--- src/sv/ppe_pkg.sv ---
// Package with the shared types, constants and tables of the permutation phase extractor.
`default_nettype none
package ppe_pkg;

  // Build-time limits of the block.
  localparam int MAX_QUBITS   = 6;
  localparam int CORDIC_STEPS = 14;

  // Field and internal widths.
  localparam int DATA_W     = 16;
  localparam int TOL_W      = 15;
  localparam int QUBIT_W    = 3;
  localparam int IDX_W      = 6;
  localparam int PHASE_W    = 16;
  localparam int CNT_W      = MAX_QUBITS;
  localparam int MAG_W      = 2 * DATA_W;
  localparam int CORDIC_W   = DATA_W + 4;
  localparam int ANGLE_W    = 21;
  localparam int ATAN_DEPTH = 24;
  localparam int STEP_W     = $clog2(ATAN_DEPTH);
  localparam int CFG_IDX_W  = 2;
  localparam int CFG_DATA_W = TOL_W;

  // Angle constants, 16 fractional bits for the accumulator, Q3.13 for the result.
  localparam logic signed [ANGLE_W-1:0] ANGLE_PI  = ANGLE_W'(205887);
  localparam logic signed [ANGLE_W-1:0] PHASE_MAX = ANGLE_W'(25736);
  localparam logic signed [ANGLE_W-1:0] ROUND_HALF = ANGLE_W'(4);

  // Reset values of the configuration registers.
  localparam logic [QUBIT_W-1:0] QUBIT_RESET = QUBIT_W'(1);
  localparam logic [TOL_W-1:0]   TOL_RESET   = TOL_W'(16);

  // atan(2^-i) with 16 fractional bits, rounded to nearest.
  localparam logic [ANGLE_W-1:0] ATAN_TABLE [ATAN_DEPTH] = '{
    ANGLE_W'(51472), ANGLE_W'(30386), ANGLE_W'(16055), ANGLE_W'(8150),
    ANGLE_W'(4091),  ANGLE_W'(2047),  ANGLE_W'(1024),  ANGLE_W'(512),
    ANGLE_W'(256),   ANGLE_W'(128),   ANGLE_W'(64),    ANGLE_W'(32),
    ANGLE_W'(16),    ANGLE_W'(8),     ANGLE_W'(4),     ANGLE_W'(2),
    ANGLE_W'(1),     ANGLE_W'(0),     ANGLE_W'(0),     ANGLE_W'(0),
    ANGLE_W'(0),     ANGLE_W'(0),     ANGLE_W'(0),     ANGLE_W'(0)
  };

  // Configuration register indexes.
  typedef enum logic [CFG_IDX_W-1:0] {
    CFG_QUBIT_COUNT    = 2'd0,
    CFG_ZERO_TOLERANCE = 2'd1
  } cfg_index_e;

  // Row status codes.
  typedef enum logic [1:0] {
    ROW_OK      = 2'd0,
    ROW_EMPTY   = 2'd1,
    ROW_SEVERAL = 2'd2
  } row_status_e;

  // One input word.
  typedef struct packed {
    logic signed [DATA_W-1:0] entry_real;
    logic signed [DATA_W-1:0] entry_imag;
  } entry_t;

  // One result word.
  typedef struct packed {
    logic [IDX_W-1:0]          row_index;
    logic [IDX_W-1:0]          column_index;
    logic signed [PHASE_W-1:0] phase;
    row_status_e               row_status;
    logic                      matrix_failed;
    logic                      last_row;
  } result_t;

  // Commands from the controller to the datapath.
  typedef struct packed {
    logic load_entry;
    logic square;
    logic update;
    logic start;
    logic step;
    logic finish;
  } ppe_cmd_t;

  // Status from the datapath to the controller.
  typedef struct packed {
    logic row_end;
    logic cordic_last;
    logic out_free;
  } ppe_status_t;

endpackage
`default_nettype wire

--- src/sv/permutation_phase_extractor.sv ---
// Top level of the permutation phase extractor: controller plus datapath.
`default_nettype none
// Matrix entries arrive as words in row-major order, 2^qubit_count per row.
// Each entry passes capture, square, then zero test and row update through the
// shared multiply and compare path, and in_ready_o is high only in the idle
// state, so no new entry is taken before the last one is through. After the last
// entry of a row the block captures the row result, runs the iterative CORDIC at
// one micro-rotation per cycle, then, once the output register is free, rounds
// into it before it takes the next entry. The result sits in an output register,
// so the next row is accepted while an earlier word waits; a second finished word
// waits in place until the first is taken. Configuration words are taken in any
// cycle and must only be written while the block is idle; writing qubit_count
// restarts the matrix.
module permutation_phase_extractor
  import ppe_pkg::*;
(
  input  wire logic                  clk_i,
  input  wire logic                  rst_ni,
  input  wire logic                  in_valid_i,
  output logic                       in_ready_o,
  input  wire entry_t                in_word_i,
  output logic                       out_valid_o,
  input  wire logic                  out_ready_i,
  output result_t                    out_word_o,
  input  wire logic                  cfg_valid_i,
  output logic                       cfg_ready_o,
  input  wire logic [CFG_IDX_W-1:0]  cfg_index_i,
  input  wire logic [CFG_DATA_W-1:0] cfg_data_i
);

  ppe_cmd_t    cmd;
  ppe_status_t status;

  assign cfg_ready_o = 1'b1;

  ppe_ctrl u_ctrl (
    .clk_i      (clk_i),
    .rst_ni     (rst_ni),
    .in_valid_i (in_valid_i),
    .in_ready_o (in_ready_o),
    .status_i   (status),
    .cmd_o      (cmd)
  );

  ppe_datapath u_datapath (
    .clk_i       (clk_i),
    .rst_ni      (rst_ni),
    .in_word_i   (in_word_i),
    .cfg_valid_i (cfg_valid_i),
    .cfg_index_i (cfg_index_i),
    .cfg_data_i  (cfg_data_i),
    .out_ready_i (out_ready_i),
    .out_valid_o (out_valid_o),
    .out_word_o  (out_word_o),
    .cmd_i       (cmd),
    .status_o    (status)
  );

endmodule
`default_nettype wire

--- src/sv/ppe_ctrl.sv ---
// Controller state machine that sequences entry checks and the per-row CORDIC.
`default_nettype none
module ppe_ctrl
  import ppe_pkg::*;
(
  input  wire logic  clk_i,
  input  wire logic  rst_ni,
  input  wire logic  in_valid_i,
  output logic       in_ready_o,
  input  wire ppe_status_t status_i,
  output ppe_cmd_t    cmd_o
);

  typedef enum logic [5:0] {
    S_IDLE   = 6'b000001,
    S_SQUARE = 6'b000010,
    S_UPDATE = 6'b000100,
    S_START  = 6'b001000,
    S_CORDIC = 6'b010000,
    S_FINISH = 6'b100000
  } state_e;

  state_e state_q, state_d;

  // Next state and command decode.
  always_comb begin
    state_d = state_q;
    cmd_o   = '0;
    in_ready_o = 1'b0;
    case (state_q)
      S_IDLE: begin
        in_ready_o = 1'b1;
        if (in_valid_i) begin
          cmd_o.load_entry = 1'b1;
          state_d = S_SQUARE;
        end
      end
      S_SQUARE: begin
        cmd_o.square = 1'b1;
        state_d = S_UPDATE;
      end
      S_UPDATE: begin
        cmd_o.update = 1'b1;
        state_d = status_i.row_end ? S_START : S_IDLE;
      end
      S_START: begin
        cmd_o.start = 1'b1;
        state_d = S_CORDIC;
      end
      S_CORDIC: begin
        cmd_o.step = 1'b1;
        if (status_i.cordic_last) begin
          state_d = S_FINISH;
        end
      end
      S_FINISH: begin
        if (status_i.out_free) begin
          cmd_o.finish = 1'b1;
          state_d = S_IDLE;
        end
      end
      default: begin
        state_d = S_IDLE;
      end
    endcase
  end

  // State register.
  always_ff @(posedge clk_i or negedge rst_ni) begin
    if (!rst_ni) begin
      state_q <= S_IDLE;
    end else begin
      state_q <= state_d;
    end
  end

endmodule
`default_nettype wire

--- src/sv/ppe_datapath.sv ---
// Datapath: configuration, zero test, row tracking, iterative CORDIC and output register.
`default_nettype none
module ppe_datapath
  import ppe_pkg::*;
(
  input  wire logic                  clk_i,
  input  wire logic                  rst_ni,
  input  wire entry_t                in_word_i,
  input  wire logic                  cfg_valid_i,
  input  wire logic [CFG_IDX_W-1:0]  cfg_index_i,
  input  wire logic [CFG_DATA_W-1:0] cfg_data_i,
  input  wire logic                  out_ready_i,
  output logic                       out_valid_o,
  output result_t                    out_word_o,
  input  wire ppe_cmd_t              cmd_i,
  output ppe_status_t                status_o
);

  // Configuration registers.
  logic [QUBIT_W-1:0] qubit_q;
  logic [TOL_W-1:0]   tol_q;
  logic               cfg_qubit_wr;

  assign cfg_qubit_wr = cfg_valid_i && (cfg_index_i == CFG_QUBIT_COUNT);

  always_ff @(posedge clk_i or negedge rst_ni) begin
    if (!rst_ni) begin
      qubit_q <= QUBIT_RESET;
      tol_q   <= TOL_RESET;
    end else if (cfg_valid_i) begin
      if (cfg_index_i == CFG_QUBIT_COUNT) begin
        qubit_q <= cfg_data_i[QUBIT_W-1:0];
      end else if (cfg_index_i == CFG_ZERO_TOLERANCE) begin
        tol_q <= cfg_data_i[TOL_W-1:0];
      end
    end
  end

  // Mask of the highest column and row index for the clamped qubit count.
  logic [CNT_W-1:0] edge_mask;

  always_comb begin
    int n_eff;
    n_eff = int'(qubit_q);
    if (n_eff < 1) begin
      n_eff = 1;
    end
    if (n_eff > MAX_QUBITS) begin
      n_eff = MAX_QUBITS;
    end
    for (int b = 0; b < CNT_W; b++) begin
      edge_mask[b] = (b < n_eff);
    end
  end

  // Entry register and squares.
  logic signed [DATA_W-1:0] entry_re_q, entry_im_q;
  logic signed [MAG_W-1:0]  prod_re, prod_im;
  logic [2*TOL_W-1:0]       tol_sq;
  logic [MAG_W-1:0]         sq_re_q, sq_im_q;
  logic [2*TOL_W-1:0]       tol_sq_q;

  assign prod_re = entry_re_q * entry_re_q;
  assign prod_im = entry_im_q * entry_im_q;
  assign tol_sq  = tol_q * tol_q;

  always_ff @(posedge clk_i) begin
    if (cmd_i.load_entry) begin
      entry_re_q <= in_word_i.entry_real;
      entry_im_q <= in_word_i.entry_imag;
    end
    if (cmd_i.square) begin
      sq_re_q  <= unsigned'(prod_re);
      sq_im_q  <= unsigned'(prod_im);
      tol_sq_q <= tol_sq;
    end
  end

  // Zero test on the squared magnitude; the sum of two squares fits in MAG_W bits.
  logic [MAG_W-1:0] mag;
  logic             nonzero;

  assign mag     = sq_re_q + sq_im_q;
  assign nonzero = mag >= MAG_W'(tol_sq_q);

  // Row state.
  logic [CNT_W-1:0]         column_q, row_q, found_col_q;
  logic                     found_q, several_q, failed_q;
  logic signed [DATA_W-1:0] found_re_q, found_im_q;
  logic                     row_end, last_row;
  row_status_e              row_status;
  logic                     row_failed;

  assign row_end    = (column_q == edge_mask);
  assign last_row   = (row_q == edge_mask);
  assign row_failed = failed_q || (row_status != ROW_OK);

  always_comb begin
    if (several_q) begin
      row_status = ROW_SEVERAL;
    end else if (!found_q) begin
      row_status = ROW_EMPTY;
    end else begin
      row_status = ROW_OK;
    end
  end

  always_ff @(posedge clk_i or negedge rst_ni) begin
    if (!rst_ni) begin
      column_q    <= '0;
      row_q       <= '0;
      found_q     <= 1'b0;
      several_q   <= 1'b0;
      found_col_q <= '0;
      found_re_q  <= '0;
      found_im_q  <= '0;
      failed_q    <= 1'b0;
    end else if (cfg_qubit_wr) begin
      column_q    <= '0;
      row_q       <= '0;
      found_q     <= 1'b0;
      several_q   <= 1'b0;
      found_col_q <= '0;
      found_re_q  <= '0;
      found_im_q  <= '0;
      failed_q    <= 1'b0;
    end else if (cmd_i.update) begin
      // Keep the first nonzero entry, flag any further one.
      if (nonzero) begin
        if (found_q) begin
          several_q <= 1'b1;
        end else begin
          found_q     <= 1'b1;
          found_col_q <= column_q;
          found_re_q  <= entry_re_q;
          found_im_q  <= entry_im_q;
        end
      end
      if (!row_end) begin
        column_q <= column_q + CNT_W'(1);
      end
    end else if (cmd_i.start) begin
      // The row result is captured; clear the row and advance the matrix.
      column_q    <= '0;
      found_q     <= 1'b0;
      several_q   <= 1'b0;
      found_col_q <= '0;
      found_re_q  <= '0;
      found_im_q  <= '0;
      if (last_row) begin
        row_q    <= '0;
        failed_q <= 1'b0;
      end else begin
        row_q    <= row_q + CNT_W'(1);
        failed_q <= row_failed;
      end
    end
  end

  // Captured row result, waiting for the phase.
  logic [CNT_W-1:0] pend_row_q, pend_col_q;
  row_status_e      pend_status_q;
  logic             pend_failed_q, pend_last_q;

  always_ff @(posedge clk_i) begin
    if (cmd_i.start) begin
      pend_row_q    <= row_q;
      pend_col_q    <= (row_status == ROW_OK) ? found_col_q : '0;
      pend_status_q <= row_status;
      pend_failed_q <= row_failed;
      pend_last_q   <= last_row;
    end
  end

  // Vectoring CORDIC, one micro-rotation per cycle.
  logic signed [CORDIC_W-1:0] x_q, y_q, x_sh, y_sh, re_ext, im_ext;
  logic signed [ANGLE_W-1:0]  z_q, atan_step;
  logic [STEP_W-1:0]          step_q;

  assign re_ext    = CORDIC_W'(found_re_q);
  assign im_ext    = CORDIC_W'(found_im_q);
  assign x_sh      = x_q >>> step_q;
  assign y_sh      = y_q >>> step_q;
  assign atan_step = signed'(ATAN_TABLE[step_q]);

  assign status_o.cordic_last = (step_q == STEP_W'(CORDIC_STEPS - 1));

  always_ff @(posedge clk_i) begin
    if (cmd_i.start) begin
      step_q <= '0;
      if (found_re_q < 0) begin
        x_q <= -re_ext;
        y_q <= -im_ext;
        z_q <= (found_im_q >= 0) ? ANGLE_PI : -ANGLE_PI;
      end else begin
        x_q <= re_ext;
        y_q <= im_ext;
        z_q <= '0;
      end
    end else if (cmd_i.step) begin
      step_q <= step_q + STEP_W'(1);
      if (y_q > 0) begin
        x_q <= x_q + y_sh;
        y_q <= y_q - x_sh;
        z_q <= z_q + atan_step;
      end else if (y_q < 0) begin
        x_q <= x_q - y_sh;
        y_q <= y_q + x_sh;
        z_q <= z_q - atan_step;
      end
    end
  end

  // Round the angle to Q3.13 and saturate.
  logic signed [ANGLE_W-1:0] z_round, z_sat;

  always_comb begin
    z_round = (z_q + ROUND_HALF) >>> 3;
    if (z_round > PHASE_MAX) begin
      z_sat = PHASE_MAX;
    end else if (z_round < -PHASE_MAX) begin
      z_sat = -PHASE_MAX;
    end else begin
      z_sat = z_round;
    end
  end

  // Output register.
  logic    out_valid_q;
  result_t out_q;

  assign status_o.out_free = !out_valid_q || out_ready_i;
  assign status_o.row_end  = row_end;

  always_ff @(posedge clk_i or negedge rst_ni) begin
    if (!rst_ni) begin
      out_valid_q <= 1'b0;
    end else if (cmd_i.finish) begin
      out_valid_q <= 1'b1;
    end else if (out_ready_i) begin
      out_valid_q <= 1'b0;
    end
  end

  always_ff @(posedge clk_i) begin
    if (cmd_i.finish) begin
      out_q.row_index     <= IDX_W'(pend_row_q);
      out_q.column_index  <= IDX_W'(pend_col_q);
      out_q.phase         <= (pend_status_q == ROW_OK) ? PHASE_W'(z_sat) : '0;
      out_q.row_status    <= pend_status_q;
      out_q.matrix_failed <= pend_failed_q;
      out_q.last_row      <= pend_last_q;
    end
  end

  assign out_valid_o = out_valid_q;
  assign out_word_o  = out_q;

  // A finished word is never dropped: a new one loads only into a free register.
  assert property (@(posedge clk_i) disable iff (!rst_ni)
    cmd_i.finish |-> (!out_valid_q || out_ready_i))
    else $error("result word loaded over a pending word");

  // A loaded word is presented in the next cycle.
  assert property (@(posedge clk_i) disable iff (!rst_ni)
    cmd_i.finish |=> out_valid_q)
    else $error("loaded result word not presented");

  // A row that is not ok reports column and phase as zero.
  assert property (@(posedge clk_i) disable iff (!rst_ni)
    (out_valid_q && out_q.row_status != ROW_OK) |->
      (out_q.column_index == '0 && out_q.phase == '0))
    else $error("failed row with nonzero column or phase");

  // A failed row always raises the sticky matrix flag.
  assert property (@(posedge clk_i) disable iff (!rst_ni)
    (out_valid_q && out_q.row_status != ROW_OK) |-> out_q.matrix_failed)
    else $error("failed row without matrix_failed");

  // The CORDIC never steps past the end of its angle table.
  assert property (@(posedge clk_i) disable iff (!rst_ni)
    cmd_i.step |-> (step_q < STEP_W'(CORDIC_STEPS)))
    else $error("CORDIC step index out of range");

endmodule
`default_nettype wire

--- config.mk ---
export PLATFORM = sky130hd
export DESIGN_NAME = permutation_phase_extractor
export DESIGN_NICKNAME = d
export VERILOG_FILES = /design/src/sv/ppe_pkg.sv /design/src/sv/permutation_phase_extractor.sv /design/src/sv/ppe_ctrl.sv /design/src/sv/ppe_datapath.sv
export SDC_FILE = /design/constraint.sdc
export NUM_CORES = 2
export LEC_CHECK = 0
export BUFFER_PORTS_ARGS = -buffer_cell sky130_fd_sc_hd__buf_2
export CORE_UTILIZATION = 33
export CTS_CLUSTER_DIAMETER = 200
export CTS_CLUSTER_SIZE = 12
export DETAILED_ROUTE_END_ITERATION = 16
export PLACE_DENSITY = 0.51
export SETUP_SLACK_MARGIN = 0.3
export SLEW_MARGIN = 20
export SYNTH_ARGS = -nofsm -noshare
export SYNTH_HDL_FRONTEND = slang
export SYNTH_HIERARCHICAL = 1
export SYNTH_SLANG_ARGS = --single-unit
--- constraint.sdc ---
create_clock -name clk_i -period 10.4 [get_ports clk_i]
set_clock_uncertainty 0.2 [all_clocks]
set_input_delay 1.56 -clock clk_i [delete_from_list [all_inputs] [get_ports clk_i]]
set_output_delay 1.56 -clock clk_i [all_outputs]
set_load 0.05 [all_outputs]
==> flow_summary.toml <==
[synth]
count_of_distinct_cell_types_in_the_synthesized_netlist = 97
yosysSeqAreaShare = 0.200
synth_edf_count = 232
synth_simple_gate_area_share = 0.118
synth-main-ff-cell = "sky130_fd_sc_hd__edfxtp_1"
synthTopCellsByArea = "sky130_fd_sc_hd__fa_1 (27%), sky130_fd_sc_hd__edfxtp_1 (15%), sky130_fd_sc_hd__ha_1 (11%), sky130_fd_sc_hd__inv_1 (8.0%), sky130_fd_sc_hd__dfrtp_1 (4.2%)"
yosys.area_share.adder = 0.386
synth_compound_gate_area_share = 0.106
synth_seq_cells = 315
synth_top_family_by_area = "adder cells"
synthesis.nets = 5753
synth_top_area_cell = "sky130_fd_sc_hd__fa_1"
proportion_of_synthesized_flip_flops_having_asynchronous_set_or_reset = 0.248
syn_area_per_cell_um2 = 9.62
synth_top_area_share = 0.273
post_synth_xor_area_fraction = 0.0574
synthesis.instances = 4679
syn_area_um2 = 45000
synthMuxAreaShare = 0.0361
synth-warning-count = 6

[global_route]
grt_pass1_wl_um = 178000
grtUsageTotal = 0.161
global_route.overflow_total = 0
grt_max_degree = 67
via_count_of_the_first_global_routing_pass = 33200
grt_antenna_before_repair = 8

[die]
rows = 135
die_h_um = 371
die_x_um = 371
floorplan.die_area_um2 = 138000
io_pins = 89
floorplan.core_area_um2 = 135000
initial_utilization = 0.332

[setup_path]
timing.critical_path.required_ps = 10580
timing.critical_path.slowest_cell_delay_ps = 870
cp_num_buf_inv = 5
cp_top_family = "adder cells"
critPathMaxFanout = 19
worstReg2RegEnd = "u_datapath/sq_im_q[30]"
critPathCaptureType = "flop"
cp_slowest_cell = "sky130_fd_sc_hd__edfxtp_1"
timing_worst_setup_path_type = "reg2reg"
crit_path_cell_trace = "clkinv_1 -> nor2_1 -> xnor2_1 -> ha_1 -> inv_1 -> fa_1 -> inv_1 -> fa_1 -> fa_1 -> fa_1 -> inv_1 -> fa_1 -> inv_1 -> ha_1 -> a211oi_1 -> nand2_1 -> or2_2 -> o311a_1 -> o31ai_1 -> a21oi_1 -> a211o_1 -> a21oi_1 -> xnor2_1"
critPathArrivalTime_ps = 8110
worstSetupStartpointType = "flop"
cpMostUsedCell = "sky130_fd_sc_hd__fa_1"
setup.reg_to_reg.worst_slack_ps = 2470
r2r_start = "u_datapath/entry_im_q[15]"
number_of_cell_instances_on_the_worst_register_to_register_path = 23

[route]
routed_wire_length_per_instance_um = 16.6
drcViolationCount = 0
postRouteWirelength_um = 107000
number_of_iterations_in_the_first_detailed_routing_pass = 5
remaining_number_of_nets_flagged_by_the_antenna_check_after_routing = 0
initialDrtViolationCount = 1520
vias_per_cell = 4.87
routed-via-count = 31600

[placed_design]
place_congestion = 0.880
dp_hpwl_um = 85800
port_buffers = 87
placement.setup.worst_slack_ps = 2490
placedCellCount = 6421

[cells_and_area]
layout_common_cells = "sky130_fd_sc_hd__inv_1 (957), sky130_fd_sc_hd__fa_1 (613), sky130_fd_sc_hd__ha_1 (407), sky130_fd_sc_hd__nand2_1 (360), sky130_fd_sc_hd__nor2_1 (237)"
final_core_util = 0.355
final_net_count = 5746
layout_commonest_cell = "sky130_fd_sc_hd__inv_1"
proportion_of_layout_cells_with_a_drive_suffix_above_1 = 0.0615
syn_to_final_growth_pct = 6.99
instances_no_fill = 6479

[clock_network]
post_cts_hold_buffer_count = 0
clk_pin_slew_worst_paths_ps = 90
clock_latency_ps = 660
cts_tree = "yes"
cts-root-buf = "sky130_fd_sc_hd__clkbuf_16"
cts_buffers = 30
cts-resized-gates = 0
postCtsSetupBuffers = 0
cts-root-to-sink-buffers = 3
numClockSinks = 315
htreeDepth = 1

[worst_hold_path]
timing.hold.worst.start = "u_datapath/pend_col_q[1]"
min_delay_worst_endpoint = "u_datapath/out_word_o[21]"
holdPathStages = 0
hp-class = "reg2reg"

[timing]
fin_setup_tns_ps = 0
grt_setup_unrepaired = "no"
post-route-period-util = 0.762
final-max-slew-violation-count = 0
tightest_slew_ps = 1020
setup_viol = 0
timing_hold_violations_final = 0
clock.fmax_ghz = 0.126
setup_slack_ps = 2470
min_period_ps = 7930
timing.max_slew.rel_slack = 0.317

[job]
drv_cap = 0

[status]
outcome = "completed"
==> Yosys cell counts (11+ instances only) <==
cell type,count
sky130_fd_sc_hd__nand3_1,55
sky130_fd_sc_hd__a31oi_1,23
sky130_fd_sc_hd__dfrtp_1,75
sky130_fd_sc_hd__buf_1,11
sky130_fd_sc_hd__xnor2_1,183
sky130_fd_sc_hd__clkbuf_1,124
sky130_fd_sc_hd__nor4_1,14
sky130_fd_sc_hd__nor2b_1,39
sky130_fd_sc_hd__nor3_1,38
sky130_fd_sc_hd__nand4_1,21
sky130_fd_sc_hd__o21ai_0,169
sky130_fd_sc_hd__xor2_1,112
sky130_fd_sc_hd__and3_1,19
sky130_fd_sc_hd__a21o_1,69
sky130_fd_sc_hd__a22o_1,44
sky130_fd_sc_hd__mux2_2,34
sky130_fd_sc_hd__and2_1,156
sky130_fd_sc_hd__or3_1,26
sky130_fd_sc_hd__o21bai_1,20
sky130_fd_sc_hd__a211oi_1,23
sky130_fd_sc_hd__inv_1,957
sky130_fd_sc_hd__o31ai_1,27
sky130_fd_sc_hd__or2_2,20
sky130_fd_sc_hd__buf_4,12
sky130_fd_sc_hd__mux4_2,37
sky130_fd_sc_hd__nor2_1,240
sky130_fd_sc_hd__a21oi_1,200
sky130_fd_sc_hd__ha_1,407
sky130_fd_sc_hd__o21a_1,34
sky130_fd_sc_hd__mux2i_1,32
sky130_fd_sc_hd__o211ai_1,14
sky130_fd_sc_hd__fa_1,613
sky130_fd_sc_hd__edfxtp_1,232
sky130_fd_sc_hd__nand2b_1,46
sky130_fd_sc_hd__nand2_1,360
==> cell families (layout without fill, tap and decap cells) <==
family | Yosys count | after routing
fa+ha+maj | 1020 | 1020
flops | 315 | 315
mux | 107 | 107
buf+inv | 1121 | 1138
compound gates | 734 | 734
simple gates | 1086 | 1086
xor+xnor | 295 | 295
other cells | 1 | 3
==> worst register-to-register path: cells and delay by family, from the launching register on <==
| kind | cells | cell delay, ps |
|---|---|---|
| buffers and inverters | 5 | 950 |
| adder cells (fa/ha/maj) | 7 | 3240 |
| AND/OR/NAND/NOR | 3 | 690 |
| AO/OA/AOI/OAI | 6 | 1520 |
| flip-flops | 1 | 870 |
| XOR/XNOR | 2 | 170 |
==> final cells by class <==
class | instances | area (um2)
fill | 13900 | 87300
sequential | 315 | 9020
multi-input combinational | 3243 | 31700
clock inverter | 2 | 38.8
antenna | 2 | 5.00
tap | 1781 | 2230
clock buffer | 54 | 841
timing repair buffer | 123 | 708
inverter | 959 | 3600
==> per-stage QoR <==
step	hold slack [ps]	cell area, um2
after global placement	206	47300
after detailed placement	207	47300
final	220	48200
after floorplan	200	45000
after CTS	223	48100
after global routing	223	48100
==> per-layer routing <==
metal | vias up | track usage | routed length (um)
li1 | 15200 | - | -
met1 | 15800 | 0.215 | 48200
met5 | - | 0 | 0
met2 | 511 | 0.283 | 53400
met4 | 0 | 0.0302 | 2090
met3 | 99 | 0.0157 | 3720
==> state kept, by name, indices dropped and copies added (netlist names), 15 cells and up <==
signal,cells
u_datapath/entry_im_q,16
u_datapath/entry_re_q,16
u_datapath/found_im_q,16
u_datapath/found_re_q,16
u_datapath/out_word_o,32
u_datapath/sq_im_q,31
u_datapath/sq_re_q,31
u_datapath/tol_q,15
u_datapath/tol_sq_q,29
u_datapath/x_q,20
u_datapath/y_q,20
u_datapath/z_q,21
==> how the worst max path moves through the flow <==
stage | from | end | cells after the start
floorplan | u_ctrl/state_q[5] | u_datapath/sq_im_q[0] | 2
global placement | u_datapath/entry_im_q[15] | u_datapath/sq_im_q[30] | 23
detailed placement | u_datapath/entry_im_q[15] | u_datapath/sq_im_q[30] | 23
CTS | u_datapath/entry_im_q[15] | u_datapath/sq_im_q[30] | 23
global route | u_datapath/entry_im_q[15] | u_datapath/sq_im_q[30] | 23
finish | u_datapath/entry_im_q[15] | u_datapath/sq_im_q[30] | 23
Power is not shown: default switching activity piles up to over one toggle a cycle in this logic, so the estimate is an artifact.
